[src/rtl/tmcl_pkg.sv]
// ----------------------------------------------------------------------------
// tmcl_pkg - shared types, constants and tables of the mip chain layout unit
// Encoding classes, block footprints, bytes per block, reciprocal constants
// for the block division, register indexes and the controller/datapath
// command and status structs.
// ----------------------------------------------------------------------------
package tmcl_pkg;

   // Geometry and field widths
   localparam int DIM_BITS_DEFAULT = 15;
   localparam int MAX_MIPS         = 15;
   localparam int CUBE_FACES       = 6;

   localparam int OUT_W       = 15;  // active and stored size fields
   localparam int LEN_W       = 33;
   localparam int OFF_W       = 36;
   localparam int CLS_W       = 4;
   localparam int FP_W        = 3;
   localparam int MIPC_W      = 4;
   localparam int MIPS_W      = 5;   // mip count plus one headroom bit
   localparam int FACE_W      = 3;
   localparam int FACES_W     = 4;
   localparam int CSR_IDX_W   = 3;
   localparam int CSR_DATA_W  = 33;
   localparam int NUM_W       = 17;  // dimension plus block rounding term
   localparam int RECIP_W     = 23;
   localparam int RECIP_SHIFT = 22;
   localparam int WIDE_W      = 37;  // area times bytes before masking
   localparam int BYTES_W     = 5;
   localparam int BLK_W       = 4;
   localparam int BCODE_W     = 3;

   // Register indexes
   localparam logic [CSR_IDX_W-1:0] REG_ENCODING_CLASS = 3'd0;
   localparam logic [CSR_IDX_W-1:0] REG_ASTC_FOOTPRINT = 3'd1;
   localparam logic [CSR_IDX_W-1:0] REG_BASE_WIDTH     = 3'd2;
   localparam logic [CSR_IDX_W-1:0] REG_BASE_HEIGHT    = 3'd3;
   localparam logic [CSR_IDX_W-1:0] REG_MIP_COUNT      = 3'd4;
   localparam logic [CSR_IDX_W-1:0] REG_IS_CUBEMAP     = 3'd5;
   localparam logic [CSR_IDX_W-1:0] REG_EXPECTED_SIZE  = 3'd6;

   // Encoding classes
   localparam logic [CLS_W-1:0] CLS_A8       = 4'd0;
   localparam logic [CLS_W-1:0] CLS_R8       = 4'd1;
   localparam logic [CLS_W-1:0] CLS_RGB8     = 4'd2;
   localparam logic [CLS_W-1:0] CLS_RGBA8    = 4'd3;
   localparam logic [CLS_W-1:0] CLS_ARGB8    = 4'd4;
   localparam logic [CLS_W-1:0] CLS_RGBA4444 = 4'd5;
   localparam logic [CLS_W-1:0] CLS_RGBA32F  = 4'd6;
   localparam logic [CLS_W-1:0] CLS_RGBA16F  = 4'd7;
   localparam logic [CLS_W-1:0] CLS_DXT1     = 4'd8;
   localparam logic [CLS_W-1:0] CLS_DXT5     = 4'd9;
   localparam logic [CLS_W-1:0] CLS_BC7      = 4'd10;
   localparam logic [CLS_W-1:0] CLS_ETC1     = 4'd11;
   localparam logic [CLS_W-1:0] CLS_ETC2     = 4'd12;
   localparam logic [CLS_W-1:0] CLS_ASTC_LDR = 4'd13;
   localparam logic [CLS_W-1:0] CLS_ASTC_HDR = 4'd14;

   // ASTC footprint codes
   localparam logic [FP_W-1:0] FP_4X4   = 3'd0;
   localparam logic [FP_W-1:0] FP_5X5   = 3'd1;
   localparam logic [FP_W-1:0] FP_6X6   = 3'd2;
   localparam logic [FP_W-1:0] FP_8X8   = 3'd3;
   localparam logic [FP_W-1:0] FP_10X10 = 3'd4;

   // Internal block size codes
   localparam logic [BCODE_W-1:0] BLK_1  = 3'd0;
   localparam logic [BCODE_W-1:0] BLK_4  = 3'd1;
   localparam logic [BCODE_W-1:0] BLK_5  = 3'd2;
   localparam logic [BCODE_W-1:0] BLK_6  = 3'd3;
   localparam logic [BCODE_W-1:0] BLK_8  = 3'd4;
   localparam logic [BCODE_W-1:0] BLK_10 = 3'd5;
   localparam logic [BCODE_W-1:0] BLK_12 = 3'd6;

   typedef struct packed {
      logic load;   // word accepted: latch dimensions, apply restart
      logic div;    // block counts
      logic mul;    // block area and stored sizes
      logic len;    // byte length and expected chain total
      logic fin;    // load result register, advance counters
   } dp_cmd_type;

   typedef struct packed {
      logic out_free;   // result register can take a new word
   } dp_status_type;

   function automatic logic [BYTES_W-1:0] class_bytes(input logic [CLS_W-1:0] cls);
      logic [BYTES_W-1:0] b;
      case (cls)
         CLS_A8, CLS_R8:                           b = 5'd1;
         CLS_RGB8:                                 b = 5'd3;
         CLS_RGBA8, CLS_ARGB8:                     b = 5'd4;
         CLS_RGBA4444:                             b = 5'd2;
         CLS_RGBA16F, CLS_DXT1, CLS_ETC1:          b = 5'd8;
         CLS_RGBA32F, CLS_DXT5, CLS_BC7, CLS_ETC2,
         CLS_ASTC_LDR, CLS_ASTC_HDR:               b = 5'd16;
         default:                                  b = 5'd1;
      endcase
      return b;
   endfunction

   function automatic logic [BCODE_W-1:0] block_code(input logic [CLS_W-1:0] cls,
                                                     input logic [FP_W-1:0]  fp);
      logic [BCODE_W-1:0] c;
      case (cls)
         CLS_DXT1, CLS_DXT5, CLS_BC7, CLS_ETC1, CLS_ETC2: c = BLK_4;
         CLS_ASTC_LDR, CLS_ASTC_HDR: begin
            case (fp)
               FP_4X4:   c = BLK_4;
               FP_5X5:   c = BLK_5;
               FP_6X6:   c = BLK_6;
               FP_8X8:   c = BLK_8;
               FP_10X10: c = BLK_10;
               default:  c = BLK_12;
            endcase
         end
         default: c = BLK_1;
      endcase
      return c;
   endfunction

   function automatic logic [BLK_W-1:0] block_size(input logic [BCODE_W-1:0] code);
      logic [BLK_W-1:0] s;
      case (code)
         BLK_4:   s = 4'd4;
         BLK_5:   s = 4'd5;
         BLK_6:   s = 4'd6;
         BLK_8:   s = 4'd8;
         BLK_10:  s = 4'd10;
         BLK_12:  s = 4'd12;
         default: s = 4'd1;
      endcase
      return s;
   endfunction

   // ceil(2^22 / block size); exact floor quotient for numerators below 2^17
   function automatic logic [RECIP_W-1:0] block_recip(input logic [BCODE_W-1:0] code);
      logic [RECIP_W-1:0] r;
      case (code)
         BLK_4:   r = 23'd1048576;
         BLK_5:   r = 23'd838861;
         BLK_6:   r = 23'd699051;
         BLK_8:   r = 23'd524288;
         BLK_10:  r = 23'd419431;
         BLK_12:  r = 23'd349526;
         default: r = 23'd4194304;
      endcase
      return r;
   endfunction

endpackage

[src/rtl/texture_mip_chain_layout_unit.sv]
// ----------------------------------------------------------------------------
// texture_mip_chain_layout_unit - texture sub-image layout generator
// Reports size, block-rounded size, byte length and offset of each sub-image
// of a texture, face by face and mip by mip, one result word per request.
// ----------------------------------------------------------------------------
// Every request word yields one result word for the next sub-image of the
// chain (face-major, then mip-major); req_restart rewinds to face 0, mip 0,
// offset 0 first. An accepted word runs through these steps to the result
// register: latch the mip size at acceptance, then divide by the block
// footprint through a reciprocal multiply, multiply out the block area and
// stored sizes, scale by bytes per block, and add the running offset and
// advance the counters, one step per cycle unless the last step stalls.
// The sequencer carries one word at a time and takes the next request only
// after its last step; the result register lets the next word be
// accepted while the previous result waits on rsp_ready, and the last step
// stalls only if that result is still unclaimed. The result of the final
// sub-image sets rsp_last_image and compares the chain total against the
// face count times the expected face size. A 2D texture of 0x0 with a single
// mip returns one empty word. Write the csr_ registers only while idle.
// ----------------------------------------------------------------------------
module texture_mip_chain_layout_unit #(
   parameter int DIM_BITS = tmcl_pkg::DIM_BITS_DEFAULT
) (
   input  logic                                clock,
   input  logic                                reset,
   // configuration writes
   input  logic                                csr_write_en,
   input  logic [tmcl_pkg::CSR_IDX_W-1:0]      csr_index,
   input  logic [tmcl_pkg::CSR_DATA_W-1:0]     csr_wdata,
   // request words
   input  logic                                req_valid,
   output logic                                req_ready,
   input  logic                                req_restart,
   // result words
   output logic                                rsp_valid,
   input  logic                                rsp_ready,
   output logic [tmcl_pkg::FACE_W-1:0]         rsp_face_index,
   output logic [tmcl_pkg::MIPC_W-1:0]         rsp_mip_level,
   output logic [tmcl_pkg::OUT_W-1:0]          rsp_active_width,
   output logic [tmcl_pkg::OUT_W-1:0]          rsp_active_height,
   output logic [tmcl_pkg::OUT_W-1:0]          rsp_stored_width,
   output logic [tmcl_pkg::OUT_W-1:0]          rsp_stored_height,
   output logic [tmcl_pkg::LEN_W-1:0]          rsp_data_length,
   output logic [tmcl_pkg::OFF_W-1:0]          rsp_byte_offset,
   output logic                                rsp_last_image,
   output logic                                rsp_size_mismatch,
   output logic                                rsp_empty_texture
);

   tmcl_pkg::dp_cmd_type    cmd;
   tmcl_pkg::dp_status_type status;

   // sequencer: steps one word through the datapath
   tmcl_ctrl u_ctrl (
      .clock     (clock),
      .reset     (reset),
      .req_valid (req_valid),
      .req_ready (req_ready),
      .cmd       (cmd),
      .status    (status)
   );

   // datapath: registers, counters, arithmetic and result register
   tmcl_dp #(
      .DIM_BITS (DIM_BITS)
   ) u_dp (
      .clock             (clock),
      .reset             (reset),
      .csr_write_en      (csr_write_en),
      .csr_index         (csr_index),
      .csr_wdata         (csr_wdata),
      .req_restart       (req_restart),
      .cmd               (cmd),
      .status            (status),
      .rsp_ready         (rsp_ready),
      .rsp_valid         (rsp_valid),
      .rsp_face_index    (rsp_face_index),
      .rsp_mip_level     (rsp_mip_level),
      .rsp_active_width  (rsp_active_width),
      .rsp_active_height (rsp_active_height),
      .rsp_stored_width  (rsp_stored_width),
      .rsp_stored_height (rsp_stored_height),
      .rsp_data_length   (rsp_data_length),
      .rsp_byte_offset   (rsp_byte_offset),
      .rsp_last_image    (rsp_last_image),
      .rsp_size_mismatch (rsp_size_mismatch),
      .rsp_empty_texture (rsp_empty_texture)
   );

endmodule

[src/rtl/tmcl_ctrl.sv]
// ----------------------------------------------------------------------------
// tmcl_ctrl - sequencer of the mip chain layout unit
// Walks one accepted word through the datapath steps and holds the last
// step until the result register is free.
// ----------------------------------------------------------------------------
module tmcl_ctrl (
   input  logic                   clock,
   input  logic                   reset,
   input  logic                   req_valid,
   output logic                   req_ready,
   output tmcl_pkg::dp_cmd_type   cmd,
   input  tmcl_pkg::dp_status_type status
);

   localparam logic [2:0] S_IDLE = 3'd0;
   localparam logic [2:0] S_DIV  = 3'd1;
   localparam logic [2:0] S_MUL  = 3'd2;
   localparam logic [2:0] S_LEN  = 3'd3;
   localparam logic [2:0] S_FIN  = 3'd4;

   logic [2:0] state_ff;
   logic [2:0] state_in;

   assign req_ready = (state_ff == S_IDLE);

   always_comb begin
      cmd      = '0;
      state_in = state_ff;
      case (state_ff)
         S_IDLE: begin
            if (req_valid) begin
               cmd.load = 1'b1;
               state_in = S_DIV;
            end
         end
         S_DIV: begin
            cmd.div  = 1'b1;
            state_in = S_MUL;
         end
         S_MUL: begin
            cmd.mul  = 1'b1;
            state_in = S_LEN;
         end
         S_LEN: begin
            cmd.len  = 1'b1;
            state_in = S_FIN;
         end
         S_FIN: begin
            // hold until the previous word has left the result register
            if (status.out_free) begin
               cmd.fin  = 1'b1;
               state_in = S_IDLE;
            end
         end
         default: state_in = S_IDLE;
      endcase
   end

   always_ff @(posedge clock) begin
      if (reset) begin
         state_ff <= S_IDLE;
      end else begin
         state_ff <= state_in;
      end
   end

endmodule

[src/rtl/tmcl_dp.sv]
// ----------------------------------------------------------------------------
// tmcl_dp - datapath of the mip chain layout unit
// Configuration registers, face/mip/offset counters, mip size, block
// rounding, byte length, running offset and the result register.
// ----------------------------------------------------------------------------
module tmcl_dp #(
   parameter int DIM_BITS = tmcl_pkg::DIM_BITS_DEFAULT
) (
   input  logic                                clock,
   input  logic                                reset,
   input  logic                                csr_write_en,
   input  logic [tmcl_pkg::CSR_IDX_W-1:0]      csr_index,
   input  logic [tmcl_pkg::CSR_DATA_W-1:0]     csr_wdata,
   input  logic                                req_restart,
   input  tmcl_pkg::dp_cmd_type                cmd,
   output tmcl_pkg::dp_status_type             status,
   input  logic                                rsp_ready,
   output logic                                rsp_valid,
   output logic [tmcl_pkg::FACE_W-1:0]         rsp_face_index,
   output logic [tmcl_pkg::MIPC_W-1:0]         rsp_mip_level,
   output logic [tmcl_pkg::OUT_W-1:0]          rsp_active_width,
   output logic [tmcl_pkg::OUT_W-1:0]          rsp_active_height,
   output logic [tmcl_pkg::OUT_W-1:0]          rsp_stored_width,
   output logic [tmcl_pkg::OUT_W-1:0]          rsp_stored_height,
   output logic [tmcl_pkg::LEN_W-1:0]          rsp_data_length,
   output logic [tmcl_pkg::OFF_W-1:0]          rsp_byte_offset,
   output logic                                rsp_last_image,
   output logic                                rsp_size_mismatch,
   output logic                                rsp_empty_texture
);

   localparam int PROD_W = tmcl_pkg::NUM_W + tmcl_pkg::RECIP_W;
   localparam int AREA_W = 2 * DIM_BITS;

   // Configuration registers
   logic [tmcl_pkg::CLS_W-1:0]  enc_class_ff;
   logic [tmcl_pkg::FP_W-1:0]   footprint_ff;
   logic [DIM_BITS-1:0]         base_width_ff;
   logic [DIM_BITS-1:0]         base_height_ff;
   logic [tmcl_pkg::MIPC_W-1:0] mip_count_ff;
   logic                        is_cubemap_ff;
   logic [tmcl_pkg::LEN_W-1:0]  expected_ff;

   // Chain counters
   logic [tmcl_pkg::FACE_W-1:0] face_ff, face_in;
   logic [tmcl_pkg::MIPC_W-1:0] mip_ff, mip_in;
   logic [tmcl_pkg::OFF_W-1:0]  offset_ff, offset_in;

   // Work registers
   logic [DIM_BITS-1:0]          aw_ff, ah_ff;
   logic [tmcl_pkg::NUM_W-1:0]   numx_ff, numy_ff;
   logic [tmcl_pkg::BCODE_W-1:0] bcode_ff;
   logic [DIM_BITS-1:0]          bx_ff, by_ff;
   logic [AREA_W-1:0]            area_ff;
   logic [tmcl_pkg::NUM_W-1:0]   stw_ff, sth_ff;
   logic [tmcl_pkg::LEN_W-1:0]   len_ff;
   logic [tmcl_pkg::OFF_W-1:0]   exp_total_ff;

   // Result register
   logic                         rsp_valid_ff;
   logic [tmcl_pkg::FACE_W-1:0]  out_face_ff;
   logic [tmcl_pkg::MIPC_W-1:0]  out_mip_ff;
   logic [tmcl_pkg::OUT_W-1:0]   out_aw_ff, out_ah_ff, out_sw_ff, out_sh_ff;
   logic [tmcl_pkg::LEN_W-1:0]   out_len_ff;
   logic [tmcl_pkg::OFF_W-1:0]   out_off_ff;
   logic                         out_last_ff, out_mismatch_ff, out_empty_ff;

   // Load step
   logic [tmcl_pkg::MIPC_W-1:0]  mip_eff;
   logic [DIM_BITS-1:0]          shw, shh, aw_in, ah_in;
   logic [tmcl_pkg::BCODE_W-1:0] bcode_in;
   logic [tmcl_pkg::NUM_W-1:0]   blk_now;

   assign mip_eff  = req_restart ? '0 : mip_ff;
   assign shw      = base_width_ff >> mip_eff;
   assign shh      = base_height_ff >> mip_eff;
   assign aw_in    = (shw == '0) ? DIM_BITS'(1) : shw;
   assign ah_in    = (shh == '0) ? DIM_BITS'(1) : shh;
   assign bcode_in = tmcl_pkg::block_code(enc_class_ff, footprint_ff);
   assign blk_now  = tmcl_pkg::NUM_W'(tmcl_pkg::block_size(bcode_in));

   // Division step: multiply by the reciprocal of the block size
   logic [tmcl_pkg::RECIP_W-1:0] recip;
   logic [PROD_W-1:0]            prod_x, prod_y;

   assign recip  = tmcl_pkg::block_recip(bcode_ff);
   assign prod_x = PROD_W'(numx_ff) * PROD_W'(recip);
   assign prod_y = PROD_W'(numy_ff) * PROD_W'(recip);

   // Multiply step
   logic [tmcl_pkg::NUM_W-1:0] blk_cur;
   assign blk_cur = tmcl_pkg::NUM_W'(tmcl_pkg::block_size(bcode_ff));

   // Length step
   logic [tmcl_pkg::WIDE_W-1:0] len_wide;
   assign len_wide = tmcl_pkg::WIDE_W'(area_ff)
                   * tmcl_pkg::WIDE_W'(tmcl_pkg::class_bytes(enc_class_ff));

   // Final step
   logic [tmcl_pkg::MIPS_W-1:0]  mips;
   logic [tmcl_pkg::FACES_W-1:0] faces;
   logic [tmcl_pkg::MIPS_W-1:0]  mip_plus;
   logic [tmcl_pkg::FACES_W-1:0] face_plus;
   logic                         mip_end, face_end, last, empty;
   logic [tmcl_pkg::OFF_W-1:0]   total;
   logic [tmcl_pkg::NUM_W-1:0]   aw_ext, ah_ext;

   always_comb begin
      if (mip_count_ff == '0) begin
         mips = tmcl_pkg::MIPS_W'(1);
      end else if (tmcl_pkg::MIPS_W'(mip_count_ff) > tmcl_pkg::MIPS_W'(tmcl_pkg::MAX_MIPS)) begin
         mips = tmcl_pkg::MIPS_W'(tmcl_pkg::MAX_MIPS);
      end else begin
         mips = tmcl_pkg::MIPS_W'(mip_count_ff);
      end
   end

   assign faces     = is_cubemap_ff ? tmcl_pkg::FACES_W'(tmcl_pkg::CUBE_FACES)
                                    : tmcl_pkg::FACES_W'(1);
   assign mip_plus  = tmcl_pkg::MIPS_W'(mip_ff) + tmcl_pkg::MIPS_W'(1);
   assign face_plus = tmcl_pkg::FACES_W'(face_ff) + tmcl_pkg::FACES_W'(1);
   assign mip_end   = (mip_plus >= mips);
   assign face_end  = (face_plus >= faces);
   assign last      = mip_end && face_end;
   assign empty     = !is_cubemap_ff && (base_width_ff == '0) && (base_height_ff == '0)
                   && (mips == tmcl_pkg::MIPS_W'(1));
   assign total     = offset_ff + tmcl_pkg::OFF_W'(len_ff);
   assign aw_ext    = tmcl_pkg::NUM_W'(aw_ff);
   assign ah_ext    = tmcl_pkg::NUM_W'(ah_ff);

   assign status.out_free = !rsp_valid_ff || rsp_ready;

   // Counter update
   always_comb begin
      face_in   = face_ff;
      mip_in    = mip_ff;
      offset_in = offset_ff;
      if (cmd.load && req_restart) begin
         face_in   = '0;
         mip_in    = '0;
         offset_in = '0;
      end else if (cmd.fin) begin
         if (empty || last) begin
            face_in   = '0;
            mip_in    = '0;
            offset_in = '0;
         end else begin
            offset_in = total;
            if (mip_end) begin
               mip_in  = '0;
               face_in = face_ff + tmcl_pkg::FACE_W'(1);
            end else begin
               mip_in = mip_ff + tmcl_pkg::MIPC_W'(1);
            end
         end
      end
   end

   always_ff @(posedge clock) begin
      if (reset) begin
         enc_class_ff   <= tmcl_pkg::CLS_RGBA8;
         footprint_ff   <= tmcl_pkg::FP_4X4;
         base_width_ff  <= '0;
         base_height_ff <= '0;
         mip_count_ff   <= tmcl_pkg::MIPC_W'(1);
         is_cubemap_ff  <= 1'b0;
         expected_ff    <= '0;
         face_ff        <= '0;
         mip_ff         <= '0;
         offset_ff      <= '0;
         rsp_valid_ff   <= 1'b0;
      end else begin
         if (csr_write_en) begin
            case (csr_index)
               tmcl_pkg::REG_ENCODING_CLASS: enc_class_ff   <= csr_wdata[tmcl_pkg::CLS_W-1:0];
               tmcl_pkg::REG_ASTC_FOOTPRINT: footprint_ff   <= csr_wdata[tmcl_pkg::FP_W-1:0];
               tmcl_pkg::REG_BASE_WIDTH:     base_width_ff  <= csr_wdata[DIM_BITS-1:0];
               tmcl_pkg::REG_BASE_HEIGHT:    base_height_ff <= csr_wdata[DIM_BITS-1:0];
               tmcl_pkg::REG_MIP_COUNT:      mip_count_ff   <= csr_wdata[tmcl_pkg::MIPC_W-1:0];
               tmcl_pkg::REG_IS_CUBEMAP:     is_cubemap_ff  <= csr_wdata[0];
               tmcl_pkg::REG_EXPECTED_SIZE:  expected_ff    <= csr_wdata[tmcl_pkg::LEN_W-1:0];
               default: ;
            endcase
         end
         face_ff   <= face_in;
         mip_ff    <= mip_in;
         offset_ff <= offset_in;
         if (cmd.fin) begin
            rsp_valid_ff <= 1'b1;
         end else if (rsp_ready) begin
            rsp_valid_ff <= 1'b0;
         end
      end
   end

   // Work registers, no reset
   always_ff @(posedge clock) begin
      if (cmd.load) begin
         aw_ff    <= aw_in;
         ah_ff    <= ah_in;
         bcode_ff <= bcode_in;
         numx_ff  <= tmcl_pkg::NUM_W'(aw_in) + blk_now - tmcl_pkg::NUM_W'(1);
         numy_ff  <= tmcl_pkg::NUM_W'(ah_in) + blk_now - tmcl_pkg::NUM_W'(1);
      end
      if (cmd.div) begin
         bx_ff <= prod_x[tmcl_pkg::RECIP_SHIFT +: DIM_BITS];
         by_ff <= prod_y[tmcl_pkg::RECIP_SHIFT +: DIM_BITS];
      end
      if (cmd.mul) begin
         area_ff <= AREA_W'(bx_ff) * AREA_W'(by_ff);
         stw_ff  <= tmcl_pkg::NUM_W'(bx_ff) * blk_cur;
         sth_ff  <= tmcl_pkg::NUM_W'(by_ff) * blk_cur;
      end
      if (cmd.len) begin
         len_ff <= len_wide[tmcl_pkg::LEN_W-1:0];
         if (is_cubemap_ff) begin
            exp_total_ff <= (tmcl_pkg::OFF_W'(expected_ff) << 2)
                          + (tmcl_pkg::OFF_W'(expected_ff) << 1);
         end else begin
            exp_total_ff <= tmcl_pkg::OFF_W'(expected_ff);
         end
      end
      if (cmd.fin) begin
         if (empty) begin
            out_face_ff     <= '0;
            out_mip_ff      <= '0;
            out_aw_ff       <= '0;
            out_ah_ff       <= '0;
            out_sw_ff       <= '0;
            out_sh_ff       <= '0;
            out_len_ff      <= '0;
            out_off_ff      <= '0;
            out_last_ff     <= 1'b1;
            out_mismatch_ff <= (expected_ff != '0);
            out_empty_ff    <= 1'b1;
         end else begin
            out_face_ff     <= face_ff;
            out_mip_ff      <= mip_ff;
            out_aw_ff       <= aw_ext[tmcl_pkg::OUT_W-1:0];
            out_ah_ff       <= ah_ext[tmcl_pkg::OUT_W-1:0];
            out_sw_ff       <= stw_ff[tmcl_pkg::OUT_W-1:0];
            out_sh_ff       <= sth_ff[tmcl_pkg::OUT_W-1:0];
            out_len_ff      <= len_ff;
            out_off_ff      <= offset_ff;
            out_last_ff     <= last;
            out_mismatch_ff <= last && (total != exp_total_ff);
            out_empty_ff    <= 1'b0;
         end
      end
   end

   assign rsp_valid         = rsp_valid_ff;
   assign rsp_face_index    = out_face_ff;
   assign rsp_mip_level     = out_mip_ff;
   assign rsp_active_width  = out_aw_ff;
   assign rsp_active_height = out_ah_ff;
   assign rsp_stored_width  = out_sw_ff;
   assign rsp_stored_height = out_sh_ff;
   assign rsp_data_length   = out_len_ff;
   assign rsp_byte_offset   = out_off_ff;
   assign rsp_last_image    = out_last_ff;
   assign rsp_size_mismatch = out_mismatch_ff;
   assign rsp_empty_texture = out_empty_ff;

endmodule

[config.mk]
export PLATFORM = sky130hd
export DESIGN_NAME = texture_mip_chain_layout_unit
export DESIGN_NICKNAME = d
export VERILOG_FILES = /design/src/rtl/tmcl_pkg.sv /design/src/rtl/texture_mip_chain_layout_unit.sv /design/src/rtl/tmcl_ctrl.sv /design/src/rtl/tmcl_dp.sv
export SDC_FILE = /design/constraint.sdc
export NUM_CORES = 2
export LEC_CHECK = 0
export ABC_AREA = 1
export BUFFER_PORTS_ARGS = -buffer_cell sky130_fd_sc_hd__buf_2
export CAP_MARGIN = 20
export CORE_AREA = 2 2 380 382
export CTS_CLUSTER_SIZE = 24
export DETAILED_ROUTE_END_ITERATION = 6
export DIE_AREA = 0 0 382 384
export GPL_ROUTABILITY_DRIVEN = 1
export PLACE_DENSITY_LB_ADDON = 0.15
export SLEW_MARGIN = 20
export SYNTH_ARGS = -nofsm -noshare
export SYNTH_HDL_FRONTEND = slang
export SYNTH_HIERARCHICAL = 1
export SYNTH_SLANG_ARGS = --single-unit
[constraint.sdc]
create_clock -name clock -period 12.42 [get_ports clock]
set_input_delay 1.242 -clock clock [delete_from_list [all_inputs] [get_ports clock]]
set_output_delay 1.242 -clock clock [all_outputs]
set_load 0.02 [all_outputs]
==> PnR_summary.wiki <==
{| class="wikitable"
! Metric !! Value
|-
| Die area || between 100,000 and 150,000 um2
|-
| RSZ-0062 raised after global routing || false
|-
| Count of cells resized by post-cts repair || 0
|-
| Initial core utilization || 39.8%
|-
| Source of the critical timing path || u_dp/bcode_ff[2]
|-
| Met1 Usage GRT || between 30% and 40%
|-
| Worst Skew || between 15 and 20 ps
|-
| Biggest cell delay along the critical path || between 600 and 700 ps
|-
| Max-cap viol count || 0
|-
| Fin nets || around 8.3k
|-
| Required time at the endpoint of the critical path || between 10,000 and 15,000 ps
|-
| Top-Level Pins || between 150 and 200
|-
| Post-synthesis instance area || between 50,000 and 60,000 um2
|-
| Detailed Place HPWL || 138,000 um
|-
| Clock insertion delay at the later pin of the skew report || around 660 ps
|-
| DRC Markers || 0
|-
| FFs w/ async S/R, synth || 0%
|-
| Area overhead of the layout relative to synthesis || 8.59%
|-
| Mapped Nets || a little over 8k
|-
| Number of antenna violations at the first check in global routing || 5
|-
| WHS Endpoint || u_dp/offset_ff[21]
|-
| Post-CTS Hold Fix Bufs || 0
|-
| Met3 Track Usage GR || ~2.1%
|-
| Fillers || between 10k and 15k
|-
| Mean instance size in the synthesized netlist || ~8.2 um2
|-
| Wire length after detailed routing || around 170,000 um
|-
| Sum of negative setup slack || 0 ps
|-
| Proportion of layout cells with a drive suffix above 1 || ~5.3%
|-
| Maximum fanout count along the critical path || 24
|-
| Number of placement rows || ~140
|-
| Clk Tree Root Cell || sky130_fd_sc_hd__clkbuf_16
|-
| Finish-stage setup viols || 0
|-
| Wire length of the first global-routing pass || 264,000 um
|-
| Worst-path clk slew || ~60 ps
|-
| Final antenna-violating net count || 0
|-
| Sort of element at the start of the critical path || flip-flop
|-
| Total CTS buffers || 58
|-
| Average wire per cell in the routed design || roughly 19 um
|-
| Via count of the first global-routing pass || between 40k and 50k
|-
| Share of the synthesized area in the top cell type || 24.8%
|-
| Netlist cell types || a little over 60
|-
| Footprint of the multi-input gates || around 36,000 um2
|-
| Via count || around 44k
|-
| Start point of the worst min-delay path || u_dp/offset_ff[21]
|-
| Final Cycle Share || between 60% and 70%
|-
| Placer Congestion || 0.962
|-
| Dominant cell type by count on the critical path || sky130_fd_sc_hd__inv_1
|-
| Number of H-tree levels || 2
|-
| Final Slew Violations || 0
|-
| TritonCTS clock tree || yes
|-
| Start-to-end type of the worst setup path || reg2reg
|-
| Library cell with the largest summed area after synthesis || sky130_fd_sc_hd__fa_1
|-
| Remaining global-route overflow || 0
|-
| Result of the run || complete, no violations
|-
| Commonest cells in the synthesized netlist || sky130_fd_sc_hd__inv_1 (1,703), sky130_fd_sc_hd__nand2_1 (1,388), sky130_fd_sc_hd__fa_1 (704), sky130_fd_sc_hd__nor2_1 (593), sky130_fd_sc_hd__ha_1 (514)
|-
| Area taken by flip-flops and latches || 13,500 um2
|-
| Category of the worst setup path capture point || flip-flop
|-
| Number of hold violations in the final report || 0
|-
| Primary flip-flop cell chosen by synthesis mapping || sky130_fd_sc_hd__edfxtp_1
|-
| Arrival time at the worst endpoint || 8420 ps
|-
| Reg2Reg Launch Point || u_dp/bcode_ff[2]
|-
| Port bufs || about 180
|-
| Most instantiated library cell after synthesis || sky130_fd_sc_hd__inv_1
|-
| Met2 layer usage reported by global route || between 30% and 40%
|-
| CTS Buffer Depth || 3
|-
| Worst Max-Slew Pin Slew || about 1000 ps
|-
| Busiest grt layer || met2
|-
| Cells taking the most area after synthesis || sky130_fd_sc_hd__fa_1 (25%), sky130_fd_sc_hd__edfxtp_1 (19%), sky130_fd_sc_hd__ha_1 (11%)
|-
| Number of search-and-repair iterations in the first detailed-routing pass || 6
|-
| Reg2Reg Setup Slack || around 4400 ps
|-
| Detailed Route Iter0 Violations || a little under 3k
|-
| Number of clock sinks seen by CTS || 492
|-
| Die Y || about 380 um
|-
| Gate count of the mapped netlist || just under 7k
|-
| Slowest stage cell, crit path || sky130_fd_sc_hd__inv_1
|-
| Warning count from the yosys run || 6
|-
| Die Wd || 382 um
|-
| Core box area || 143,000 um2
|-
| Number of cells traversed by the worst register-to-register path || 32
|-
| Sequential element share of the synthesized area || between 20% and 30%
|-
| Slew HR || between 30% and 40%
|-
| Shortest clock period the worst path allows after layout || between 8000 and 9000 ps
|-
| Count of flip-flops with a built-in enable after synthesis || 365
|-
| Number of synthesized register bits || a little under 500
|-
| GRT Util Overall || about a quarter
|-
| Setup Fix Bufs, Post-CTS || 0
|-
| Worst hold stages || 2
|-
| Largest net degree at the start of global routing || 141
|-
| Highest clock frequency the design can meet || 0.125 GHz
|-
| Reg2Reg Capture Point || u_dp/by_ff[14]
|-
| Antenna diode count || 0
|-
| Via density || slightly below 5
|-
| Worst Hold Class || reg2reg
|}
==> logic make-up after synthesis <==
kind of cell    after synthesis  share of synthesized area, %
buf+inv                    1901                          12.7
flops                       492                          23.8
simple gates               2327                          16.4
fa+ha+maj                  1218                          36.1
mux                           3                        0.0528
xor+xnor                    198                          3.08
compound gates              811                          7.91
==> placed cells by master, fill, tap and decap left out, types with 182 or more instances in the layout <==
cell and n:
sky130_fd_sc_hd__edfxtp_1 365, sky130_fd_sc_hd__fa_1 704, sky130_fd_sc_hd__a21oi_1 372, sky130_fd_sc_hd__o21ai_0 236, sky130_fd_sc_hd__nand3_1 213, sky130_fd_sc_hd__ha_1 514
sky130_fd_sc_hd__buf_2 182, sky130_fd_sc_hd__inv_1 1699, sky130_fd_sc_hd__nor2_1 590, sky130_fd_sc_hd__nand2_1 1388
==> sequential cells by signal, indices dropped and copies added, names as in the netlist, 15 cells and up, named ones only <==
signal	flops
u_dp/by_ff	15
u_dp/numy_ff	17
u_dp/len_ff	33
u_dp/rsp_active_height	15
u_dp/rsp_stored_width	15
u_dp/base_width_ff	15
u_dp/sth_ff	15
u_dp/aw_ff	15
u_dp/area_ff	30
u_dp/stw_ff	15
u_dp/rsp_byte_offset	36
u_dp/rsp_active_width	15
u_dp/ah_ff	15
u_dp/rsp_stored_height	15
u_dp/rsp_data_length	33
u_dp/exp_total_ff	36
u_dp/offset_ff	36
u_dp/expected_ff	33
u_dp/bx_ff	15
u_dp/numx_ff	17
u_dp/base_height_ff	15
==> cell type report <==
class                      count  share of cell area, %
sequential                   492                   21.9
timing repair buffer         226                   2.03
inverter                    1719                   10.5
clock buffer                  68                   2.46
clock inverter                39                  0.714
tap                         1903                   3.86
multi-input combinational   4557                   58.6
==> per-layer routing <==
metal  share of wire (%)  vias to the layer above
li1                    -                    21511
met1                  45                    21463
met2                  47                     1129
met3                 4.6                      220
met4                 3.7                        2
met5              0.0042                        -
==> how the worst max path moves through the flow <==
stage                               to  slack (ps)  depth (start not counted)
floorplan           u_dp/offset_ff[35]        2470                          9
global placement        u_dp/by_ff[14]        4630                         32
detailed placement      u_dp/by_ff[14]        4510                         28
CTS                     u_dp/by_ff[14]        4490                         32
global route            u_dp/by_ff[14]        3850                         32
finish                  u_dp/by_ff[14]        4390                         32
==> per-stage QoR <==
step / std cells / area, um2 / utilization [%] / setup slack, ps / hold WS [ps]
6_report: 9004 / 61700 / 43.2 / 4390 / 489
5_1_grt: 9004 / 61700 / 43.2 / 3850 / 512
4_1_cts: 9004 / 61700 / 43.2 / 4490 / 491
3_5_place_dp: 8897 / 59800 / 41.9 / 4510 / 479
3_3_place_gp: 8897 / 59800 / 41.9 / 4630 / 474
2_1_floorplan: 6950 / 56800 / - / 2470 / 433
==> critical path, delay by kind of cell, from the launching register on <==
kind | cells | cell delay (ps)
simple gates | 10 | 1880
fa+ha+maj | 7 | 2480
xor+xnor | 4 | 560
buf+inv | 8 | 1480
compound gates | 3 | 840
flops | 1 | 510
Power is left out: the tool's default activity adds up to more than one toggle a clock period on the data nets, which glitch-free logic cannot reach.
